==> src/rtl/pgc_pkg.sv <==
`timescale 1ns / 1ps

package pgc_pkg;

    // Event classes
    localparam logic [2:0] EV_NONE        = 3'd0;
    localparam logic [2:0] EV_MOVE        = 3'd1;
    localparam logic [2:0] EV_PRESS       = 3'd2;
    localparam logic [2:0] EV_RELEASE     = 3'd3;
    localparam logic [2:0] EV_CLICK       = 3'd4;
    localparam logic [2:0] EV_DRAG_START  = 3'd5;
    localparam logic [2:0] EV_DRAG        = 3'd6;
    localparam logic [2:0] EV_DRAG_FINISH = 3'd7;

    // Configuration register indexes
    localparam int unsigned CFG_INDEX_WIDTH = 8;
    localparam int unsigned CFG_DATA_WIDTH  = 32;
    localparam logic [CFG_INDEX_WIDTH-1:0] REG_CLICK_HOLD   = 8'd0;
    localparam logic [CFG_INDEX_WIDTH-1:0] REG_DCLICK_WIN   = 8'd1;
    localparam logic [CFG_INDEX_WIDTH-1:0] REG_DRAG_MIN     = 8'd2;
    localparam logic [CFG_INDEX_WIDTH-1:0] REG_FINE_MIN     = 8'd3;

    // Register widths and reset values
    localparam int unsigned LIMIT_WIDTH = 24;
    localparam int unsigned DIST_WIDTH  = 15;
    localparam int unsigned DSQ_WIDTH   = 2 * DIST_WIDTH;

    localparam logic [LIMIT_WIDTH-1:0] CLICK_HOLD_RESET = 24'd200000;
    localparam logic [LIMIT_WIDTH-1:0] DCLICK_WIN_RESET = 24'd500000;
    // Thresholds are held squared: 328 squared and 4 squared
    localparam logic [DSQ_WIDTH-1:0]   DRAG_SQ_RESET    = 30'd107584;
    localparam logic [DSQ_WIDTH-1:0]   FINE_SQ_RESET    = 30'd16;

    localparam logic [7:0] CLICK_MAX = 8'd255;

    typedef struct packed {
        logic [LIMIT_WIDTH-1:0] click_hold;
        logic [LIMIT_WIDTH-1:0] dclick_win;
        logic [DSQ_WIDTH-1:0]   drag_sq;
        logic [DSQ_WIDTH-1:0]   fine_sq;
    } cfg_t;

    typedef struct packed {
        logic over_drag;
        logic over_fine;
    } dist_flags_t;

endpackage

==> src/rtl/pointer_gesture_classifier_core.sv <==
`timescale 1ns / 1ps

// Channel   Direction  Handshake              Payload
// s_        in         s_valid / s_ready      s_pos_x, s_pos_y, s_pressed, s_time_now_us
// m_        out        m_valid / m_ready      m_changed, m_event_type, m_click_count,
//                                             m_origin_x, m_origin_y
// cfg_      in         cfg_valid / cfg_ready  cfg_index, cfg_data
//
// One sample per cycle sustained while results are taken; a transferred sample enters the
// input register, then is classified into the result register.
// Gesture state is updated in the same cycle that fills the result register.
// Synchronous active-low reset clears the gesture state and loads default limits.
// A stalled result holds; one further sample waits in the input register.
// cfg_ready is always high; config writes take effect on the next cycle.

module pointer_gesture_classifier_core #(
    parameter int COORD_WIDTH = 16,
    parameter int TIME_WIDTH  = 32
) (
    input  logic                                 aclk,
    input  logic                                 aresetn,

    input  logic                                 s_valid,
    output logic                                 s_ready,
    input  logic signed [COORD_WIDTH-1:0]        s_pos_x,
    input  logic signed [COORD_WIDTH-1:0]        s_pos_y,
    input  logic                                 s_pressed,
    input  logic [TIME_WIDTH-1:0]                s_time_now_us,

    output logic                                 m_valid,
    input  logic                                 m_ready,
    output logic                                 m_changed,
    output logic [2:0]                           m_event_type,
    output logic [7:0]                           m_click_count,
    output logic signed [COORD_WIDTH-1:0]        m_origin_x,
    output logic signed [COORD_WIDTH-1:0]        m_origin_y,

    input  logic                                 cfg_valid,
    output logic                                 cfg_ready,
    input  logic [pgc_pkg::CFG_INDEX_WIDTH-1:0]  cfg_index,
    input  logic [pgc_pkg::CFG_DATA_WIDTH-1:0]   cfg_data
);
    import pgc_pkg::*;

    localparam int HW = (TIME_WIDTH > LIMIT_WIDTH) ? TIME_WIDTH : LIMIT_WIDTH;

    cfg_t        cfg;
    dist_flags_t flags;

    // Input register
    logic                          in_valid_reg;
    logic signed [COORD_WIDTH-1:0] in_x_reg;
    logic signed [COORD_WIDTH-1:0] in_y_reg;
    logic                          in_pr_reg;
    logic [TIME_WIDTH-1:0]         in_now_reg;

    // Gesture state
    logic                          was_pressed_reg;
    logic signed [COORD_WIDTH-1:0] last_x_reg;
    logic signed [COORD_WIDTH-1:0] last_y_reg;
    logic signed [COORD_WIDTH-1:0] org_x_reg;
    logic signed [COORD_WIDTH-1:0] org_y_reg;
    logic [TIME_WIDTH-1:0]         press_time_reg;
    logic [2:0]                    last_ev_reg;
    logic [7:0]                    tally_reg;

    // Result register
    logic                          out_valid_reg;
    logic                          out_changed_reg;
    logic [2:0]                    out_ev_reg;
    logic [7:0]                    out_count_reg;
    logic signed [COORD_WIDTH-1:0] out_org_x_reg;
    logic signed [COORD_WIDTH-1:0] out_org_y_reg;

    logic                          advance;
    logic                          prev_drag;
    logic [TIME_WIDTH-1:0]         held;
    logic [HW-1:0]                 held_ext;
    logic [HW-1:0]                 hold_ext;
    logic [HW-1:0]                 win_ext;
    logic                          drag;
    logic                          moved;
    logic                          press_edge;
    logic                          release_edge;
    logic                          changed_next;
    logic [2:0]                    ev_next;
    logic [7:0]                    tally_next;
    logic signed [COORD_WIDTH-1:0] org_x_next;
    logic signed [COORD_WIDTH-1:0] org_y_next;

    pgc_cfg u_cfg (
        .aclk      (aclk),
        .aresetn   (aresetn),
        .cfg_valid (cfg_valid),
        .cfg_ready (cfg_ready),
        .cfg_index (cfg_index),
        .cfg_data  (cfg_data),
        .cfg       (cfg)
    );

    pgc_dist #(
        .COORD_WIDTH (COORD_WIDTH)
    ) u_dist (
        .pos_x (in_x_reg),
        .pos_y (in_y_reg),
        .org_x (org_x_reg),
        .org_y (org_y_reg),
        .cfg   (cfg),
        .flags (flags)
    );

    // Handshake: advance when the result register is free or being drained
    assign advance = in_valid_reg && (!out_valid_reg || m_ready);
    assign s_ready = !in_valid_reg || advance;

    // Time since the press began, modulo the time width
    assign held     = in_now_reg - press_time_reg;
    assign held_ext = HW'(held);
    assign hold_ext = HW'(cfg.click_hold);
    assign win_ext  = HW'(cfg.dclick_win);

    // Classify the sample
    always_comb begin
        prev_drag    = (last_ev_reg == EV_DRAG) || (last_ev_reg == EV_DRAG_START);
        drag         = in_pr_reg && was_pressed_reg &&
                       (prev_drag || flags.over_drag ||
                        ((held_ext > hold_ext) && flags.over_fine));
        moved        = (in_x_reg != last_x_reg) || (in_y_reg != last_y_reg);
        press_edge   = in_pr_reg && !was_pressed_reg;
        release_edge = !in_pr_reg && was_pressed_reg;
        changed_next = drag || moved || press_edge || release_edge;
        org_x_next   = org_x_reg;
        org_y_next   = org_y_reg;

        priority if (press_edge) begin
            ev_next    = EV_PRESS;
            org_x_next = in_x_reg;
            org_y_next = in_y_reg;
            if ((tally_reg == 8'd0) || (held_ext < win_ext)) begin
                tally_next = (tally_reg == CLICK_MAX) ? CLICK_MAX : tally_reg + 8'd1;
            end else begin
                tally_next = 8'd1;
            end
        end else if (release_edge) begin
            if (prev_drag) begin
                ev_next    = EV_DRAG_FINISH;
                tally_next = 8'd0;
            end else begin
                ev_next    = (held_ext < hold_ext) ? EV_CLICK : EV_RELEASE;
                tally_next = tally_reg;
            end
        end else if (drag) begin
            ev_next    = prev_drag ? EV_DRAG : EV_DRAG_START;
            tally_next = 8'd0;
        end else if (moved) begin
            ev_next    = EV_MOVE;
            tally_next = 8'd0;
        end else begin
            ev_next    = EV_NONE;
            tally_next = tally_reg;
        end
    end

    // Input register: hold while stalled, load on transfer
    always_ff @(posedge aclk) begin
        if (!aresetn) begin
            in_valid_reg <= 1'b0;
        end else if (s_ready) begin
            in_valid_reg <= s_valid;
        end
    end

    always_ff @(posedge aclk) begin
        if (s_valid && s_ready) begin
            in_x_reg   <= s_pos_x;
            in_y_reg   <= s_pos_y;
            in_pr_reg  <= s_pressed;
            in_now_reg <= s_time_now_us;
        end
    end

    // Gesture state: advance with each classified sample
    always_ff @(posedge aclk) begin
        if (!aresetn) begin
            was_pressed_reg <= 1'b0;
            last_x_reg      <= '0;
            last_y_reg      <= '0;
            org_x_reg       <= '0;
            org_y_reg       <= '0;
            press_time_reg  <= '0;
            last_ev_reg     <= EV_NONE;
            tally_reg       <= 8'd0;
        end else if (advance) begin
            was_pressed_reg <= in_pr_reg;
            last_x_reg      <= in_x_reg;
            last_y_reg      <= in_y_reg;
            org_x_reg       <= org_x_next;
            org_y_reg       <= org_y_next;
            if (press_edge) begin
                press_time_reg <= in_now_reg;
            end
            last_ev_reg     <= ev_next;
            tally_reg       <= tally_next;
        end
    end

    // Result register
    always_ff @(posedge aclk) begin
        if (!aresetn) begin
            out_valid_reg <= 1'b0;
        end else if (advance) begin
            out_valid_reg <= 1'b1;
        end else if (m_ready) begin
            out_valid_reg <= 1'b0;
        end
    end

    always_ff @(posedge aclk) begin
        if (advance) begin
            out_changed_reg <= changed_next;
            out_ev_reg      <= ev_next;
            out_count_reg   <= tally_next;
            out_org_x_reg   <= org_x_next;
            out_org_y_reg   <= org_y_next;
        end
    end

    assign m_valid       = out_valid_reg;
    assign m_changed     = out_changed_reg;
    assign m_event_type  = out_ev_reg;
    assign m_click_count = out_count_reg;
    assign m_origin_x    = out_org_x_reg;
    assign m_origin_y    = out_org_y_reg;

endmodule

==> src/rtl/pgc_cfg.sv <==
`timescale 1ns / 1ps

module pgc_cfg (
    input  logic                                 aclk,
    input  logic                                 aresetn,
    input  logic                                 cfg_valid,
    output logic                                 cfg_ready,
    input  logic [pgc_pkg::CFG_INDEX_WIDTH-1:0]  cfg_index,
    input  logic [pgc_pkg::CFG_DATA_WIDTH-1:0]   cfg_data,
    output pgc_pkg::cfg_t                        cfg
);
    import pgc_pkg::*;

    cfg_t                  cfg_reg;
    logic [DIST_WIDTH-1:0] dist_val;
    logic [DSQ_WIDTH-1:0]  dist_sq;

    assign cfg_ready = 1'b1;
    assign cfg       = cfg_reg;

    // Square the distance thresholds once, at write time
    assign dist_val = cfg_data[DIST_WIDTH-1:0];
    assign dist_sq  = dist_val * dist_val;

    // Take a register transfer; ignore indexes beyond the list
    always_ff @(posedge aclk) begin
        if (!aresetn) begin
            cfg_reg.click_hold <= CLICK_HOLD_RESET;
            cfg_reg.dclick_win <= DCLICK_WIN_RESET;
            cfg_reg.drag_sq    <= DRAG_SQ_RESET;
            cfg_reg.fine_sq    <= FINE_SQ_RESET;
        end else if (cfg_valid) begin
            unique case (cfg_index)
                REG_CLICK_HOLD: cfg_reg.click_hold <= cfg_data[LIMIT_WIDTH-1:0];
                REG_DCLICK_WIN: cfg_reg.dclick_win <= cfg_data[LIMIT_WIDTH-1:0];
                REG_DRAG_MIN:   cfg_reg.drag_sq    <= dist_sq;
                REG_FINE_MIN:   cfg_reg.fine_sq    <= dist_sq;
                default: ;
            endcase
        end
    end

endmodule

==> src/rtl/pgc_dist.sv <==
`timescale 1ns / 1ps

module pgc_dist #(
    parameter int COORD_WIDTH = 16
) (
    input  logic signed [COORD_WIDTH-1:0] pos_x,
    input  logic signed [COORD_WIDTH-1:0] pos_y,
    input  logic signed [COORD_WIDTH-1:0] org_x,
    input  logic signed [COORD_WIDTH-1:0] org_y,
    input  pgc_pkg::cfg_t                 cfg,
    output pgc_pkg::dist_flags_t          flags
);
    import pgc_pkg::*;

    localparam int SUM_WIDTH = 2 * COORD_WIDTH + 1;
    localparam int CMP_WIDTH = (SUM_WIDTH > DSQ_WIDTH) ? SUM_WIDTH : DSQ_WIDTH;

    logic signed [COORD_WIDTH:0]   diff_x;
    logic signed [COORD_WIDTH:0]   diff_y;
    logic [COORD_WIDTH:0]          neg_x;
    logic [COORD_WIDTH:0]          neg_y;
    logic [COORD_WIDTH-1:0]        abs_x;
    logic [COORD_WIDTH-1:0]        abs_y;
    logic [2*COORD_WIDTH-1:0]      sq_x;
    logic [2*COORD_WIDTH-1:0]      sq_y;
    logic [SUM_WIDTH-1:0]          d2;
    logic [CMP_WIDTH-1:0]          d2_ext;
    logic [CMP_WIDTH-1:0]          drag_ext;
    logic [CMP_WIDTH-1:0]          fine_ext;

    // Absolute differences from the press origin
    assign diff_x = $signed({pos_x[COORD_WIDTH-1], pos_x})
                  - $signed({org_x[COORD_WIDTH-1], org_x});
    assign diff_y = $signed({pos_y[COORD_WIDTH-1], pos_y})
                  - $signed({org_y[COORD_WIDTH-1], org_y});
    assign neg_x  = -diff_x;
    assign neg_y  = -diff_y;
    assign abs_x  = diff_x[COORD_WIDTH] ? neg_x[COORD_WIDTH-1:0] : diff_x[COORD_WIDTH-1:0];
    assign abs_y  = diff_y[COORD_WIDTH] ? neg_y[COORD_WIDTH-1:0] : diff_y[COORD_WIDTH-1:0];

    // Squared distance, kept at full width so no saturation is needed
    assign sq_x = abs_x * abs_x;
    assign sq_y = abs_y * abs_y;
    assign d2   = {1'b0, sq_x} + {1'b0, sq_y};

    // Compare against the squared thresholds
    assign d2_ext   = CMP_WIDTH'(d2);
    assign drag_ext = CMP_WIDTH'(cfg.drag_sq);
    assign fine_ext = CMP_WIDTH'(cfg.fine_sq);

    assign flags.over_drag = d2_ext > drag_ext;
    assign flags.over_fine = d2_ext > fine_ext;

endmodule

==> config.mk <==
export PLATFORM = sky130hd
export DESIGN_NAME = pointer_gesture_classifier_core
export DESIGN_NICKNAME = d
export VERILOG_FILES = /design/src/rtl/pgc_pkg.sv /design/src/rtl/pointer_gesture_classifier_core.sv /design/src/rtl/pgc_cfg.sv /design/src/rtl/pgc_dist.sv
export SDC_FILE = /design/constraint.sdc
export NUM_CORES = 2
export LEC_CHECK = 0
export BUFFER_PORTS_ARGS = -buffer_cell sky130_fd_sc_hd__buf_2
export CORE_ASPECT_RATIO = 1.2
export CORE_MARGIN = 2
export CORE_UTILIZATION = 60
export CTS_CLUSTER_DIAMETER = 30
export DETAILED_ROUTE_END_ITERATION = 10
export PLACE_DENSITY = 0.8
export SYNTH_ARGS = -nofsm -noshare
export SYNTH_HDL_FRONTEND = slang
export SYNTH_SLANG_ARGS = --single-unit
==> constraint.sdc <==
create_clock -name aclk -period 13.95 [get_ports aclk]
set_input_delay 2.0925 -clock aclk [delete_from_list [all_inputs] [get_ports aclk]]
set_output_delay 2.0925 -clock aclk [all_outputs]
set_load 0.05 [all_outputs]
==> summary.md <==
| Metric | Value |
|---|---|
| Hold Buf Count CTS | 0 |
| Worst path max stage delay | 0.58 ns |
| Slew @ Worst Pin | 1.24 ns |
| Number of remaining DRC errors | 0 |
| TritonCTS Buffers | 61 |
| Initial drt markers | 1921 |
| TritonCTS clock tree | done |
| Worst Slack Setup Final | 0.734 ns |
| Final worst path period share | 94.7% |
| FF+latch count, synth | 325 |
| Clock slew at the register clock pins of the worst setup and hold paths | 0.05 ns |
| Final-report hold violation count | 0 |
| Post-place setup slack | 0.314 ns |
| Buffer cell driving the clock tree root | clkbuf_16 |
| Startpoint Class | flop |
| Wire length of the first global-routing pass | 154 mm |
| Avg Cell Area, Syn | 8.76 um2 |
| Final core utilization | 66.9% |
| Area of the die | 67100 um2 |
| DRT Wirelength | 92.2 mm |
| Share of post-route cells with drive strength above 1 | 8.18% |
| Arrival time of the worst setup path | 13.59 ns |
| Worst-case clock buffer depth | 3 |
| Number of flip-flops under the largest register name | 106 |
| CP Buf/Inv Count | 8 |
| Site row count | 102 |
| Worst Skew | 0.0554 ns |
| Share of synthesized registers carrying an async set or reset | 0% |
| Highest clock rate | 75.7 MHz |
| Via-to-Cell Ratio | 5.54 |
| Placed wire-length estimate after detailed placement | 73.8 mm |
| Yosys synthesis warning count | 0 |
| Initial standard-cell utilization of the core | 60.6% |
| Library cell appearing most often on the critical path | fa_1 |
| Number of enable flip-flop cells after synthesis | 109 |
| Hold Path Class | flop to flop |
| Weighted congestion at the end of routability-driven global placement | 0.934 |
| Number of filler instances in the final layout | 4936 |
| Post-route ant nets | 0 |
| Post-Route Setup TNS | 0 ns |
| Diodes inserted | 0 |
| Number of antenna violations at the first check in global routing | 0 |
| CTS sink cnt | 325 |
| Distinct cell type count after synthesis | 80 |
| Via total after detailed routing | 30366 |
| Critical Setup Path Class | flop to flop |
| Count of nets after finishing | 5685 |
| CP Capture Type | flop |
| Area growth, synth to finish | 10.6% |
| Share of synthesized area occupied by flip-flops and latches | 19.5% |
| Number of port buffers | 147 |
| I/O pin count | 157 |
| Overflow after GRT | 0 |
| Setup repair after global routing missed its margin | no |
| Net count after synthesis | 5545 |
| Clock insertion delay at the later pin of the skew report | 0.63 ns |
| Via count of the first global-routing pass | 31835 |
| Max-cap violation count | 0 |
| Outcome | finished clean |
| Most used DFF post-synth | dfxtp_1 |
| Deepest level of the CTS H-tree | 2 |
| Area of the mapped netlist | 39000 um2 |
| Crit-path max FO | 14 |
| WL/cell | 16.8 um |
| Gate count after technology mapping | 4454 |
| Final worst path period need | 13.22 ns |
| Horizontal die dimension | 237 um |
| Maximum number of pins on one net before global-route repair | 101 |
| Cell type group with the largest total delay on the critical path | adder cells |
| Overall Global Routing Usage | 28.2% |
| Vertical die dimension | 283 um |
| Number of detailed-routing iterations run before antenna repair | 6 |
| Final setup violation count | 0 |
| Worst Path Required | 14.32 ns |
| Core Area | 64400 um2 |
| Final slew viol count | 0 |
| Critical Path Slowest Stage Cell | fa_1 |
| Headroom to the max-slew limit | 17.0% |
==> logic make-up (layout without fill, tap and decap cells) <==
family	after synthesis	in the layout	share of synthesized area [%]
adders and majority gates	981	981	41.6
muxes	3	3	0.0802
buffers and inverters	1039	1232	10.0
other	1	1	0.00961
DFF	325	325	19.5
and+or+nand+nor	1221	1221	13.8
AOI/OAI and AO/OA	706	706	11.0
xor gates and xnor gates	178	178	3.99
==> final cells by class <==
| cell class | count | area (um2) | area share [%] |
|---|---|---|---|
| clock inverter | 48 | 644 | 1.49 |
| clock buffer | 68 | 1620 | 3.74 |
| multi-input combinational | 3090 | 27600 | 64.0 |
| inverter | 907 | 3410 | 7.91 |
| tap | 832 | 1040 | 2.41 |
| sequential | 325 | 7600 | 17.6 |
| timing repair buffer | 209 | 1200 | 2.78 |
==> cells in the mapped netlist, types with 12 or more instances <==
library cell  number  area share (%)
nor2_1           288             2.8
a21o_1            65             1.3
nand4_1           38            0.61
fa_1             528              27
dfxtp_1          216              11
nand2b_1          41            0.66
o211ai_1          31            0.60
and2_1            83             1.3
inv_1            893             8.6
nand3_1           34            0.44
a211oi_1          21            0.40
o21a_1            21            0.40
nor3_1            35            0.45
a31oi_1           16            0.26
or2_2             14            0.22
o21ai_0          124             1.6
o31ai_1           15            0.29
o21bai_1          17            0.33
ha_1             453              15
nor2b_1           30            0.48
nor4_1            12            0.19
nand2_1          598             5.8
edfxtp_1         109             8.4
and3_1            15            0.24
a21oi_1          316             4.1
xor2_1            55             1.2
clkbuf_1         124             1.2
xnor2_1          123             2.8
==> stage by stage <==
stage	cells	instance area, um2	hold WS (ns)
detailed placement	5360	40800	0.443
global placement	5360	40800	0.439
global route	5479	43100	0.467
CTS	5476	43000	0.450
floorplan	4454	39000	0.432
finish	5479	43100	0.450
==> path summary, 6_finish.rpt <==
check / start / endpoint / slack [ns] / depth (start not counted)
setup / recovery: in_x_reg[0] / m_click_count[1] / 0.73 / 53
hold reg to reg: u_cfg.cfg[29] / u_cfg.cfg[29] / 0.45 / 2
setup reg to reg: in_x_reg[0] / m_click_count[1] / 0.73 / 53
hold / removal: u_cfg.cfg[29] / u_cfg.cfg[29] / 0.45 / 2
==> layer usage <==
| metal | share of wire, % | wire [um] | global-route usage (%) | vias to the layer above |
|---|---|---|---|---|
| li1 | - | - | - | 14436 |
| met1 | 40 | 36600 | 34.4 | 14787 |
| met2 | 51 | 47000 | 50.2 | 921 |
| met3 | 4.8 | 4400 | 3.16 | 222 |
| met4 | 4.5 | 4180 | 12.2 | 0 |
| met5 | 0 | 0 | 0 | - |
==> layout by cell type, fill, tap and decap left out, types with 14 or more instances in the layout <==
| master | count |
|---|---|
| o21bai_1 | 17 |
| a21oi_1 | 314 |
| xor2_1 | 54 |
| o21ai_0 | 121 |
| edfxtp_1 | 109 |
| o21a_1 | 21 |
| nor3_1 | 35 |
| nand4_1 | 38 |
| inv_1 | 891 |
| dfxtp_1 | 216 |
| buf_2 | 147 |
| a31oi_1 | 15 |
| or2_2 | 14 |
| nand2b_1 | 40 |
| clkbuf_16 | 63 |
| o31ai_1 | 15 |
| o211ai_1 | 31 |
| buf_4 | 62 |
| nor2b_1 | 29 |
| a21o_1 | 65 |
| ha_1 | 452 |
| nand3_1 | 34 |
| fa_1 | 528 |
| and2_1 | 82 |
| and3_1 | 15 |
| a211oi_1 | 21 |
| xnor2_1 | 121 |
| nor2_1 | 286 |
| nand2_1 | 597 |
==> worst min-delay path: cells and delay by family (launching register included) <==
| kind | cells | cell delay (ns) |
|---|---|---|
| simple gates | 1 | 0.05 |
| flops | 1 | 0.30 |
| compound gates | 1 | 0.05 |
==> what timing repair did <==
item,4_1_cts,5_1_grt
setup buffers,0,3
resized for setup,0,19
endpoints found under the setup margin,0,21
Power is left out: the tool's default activity adds up to more than one toggle a clock period on the data nets, which glitch-free logic cannot reach.
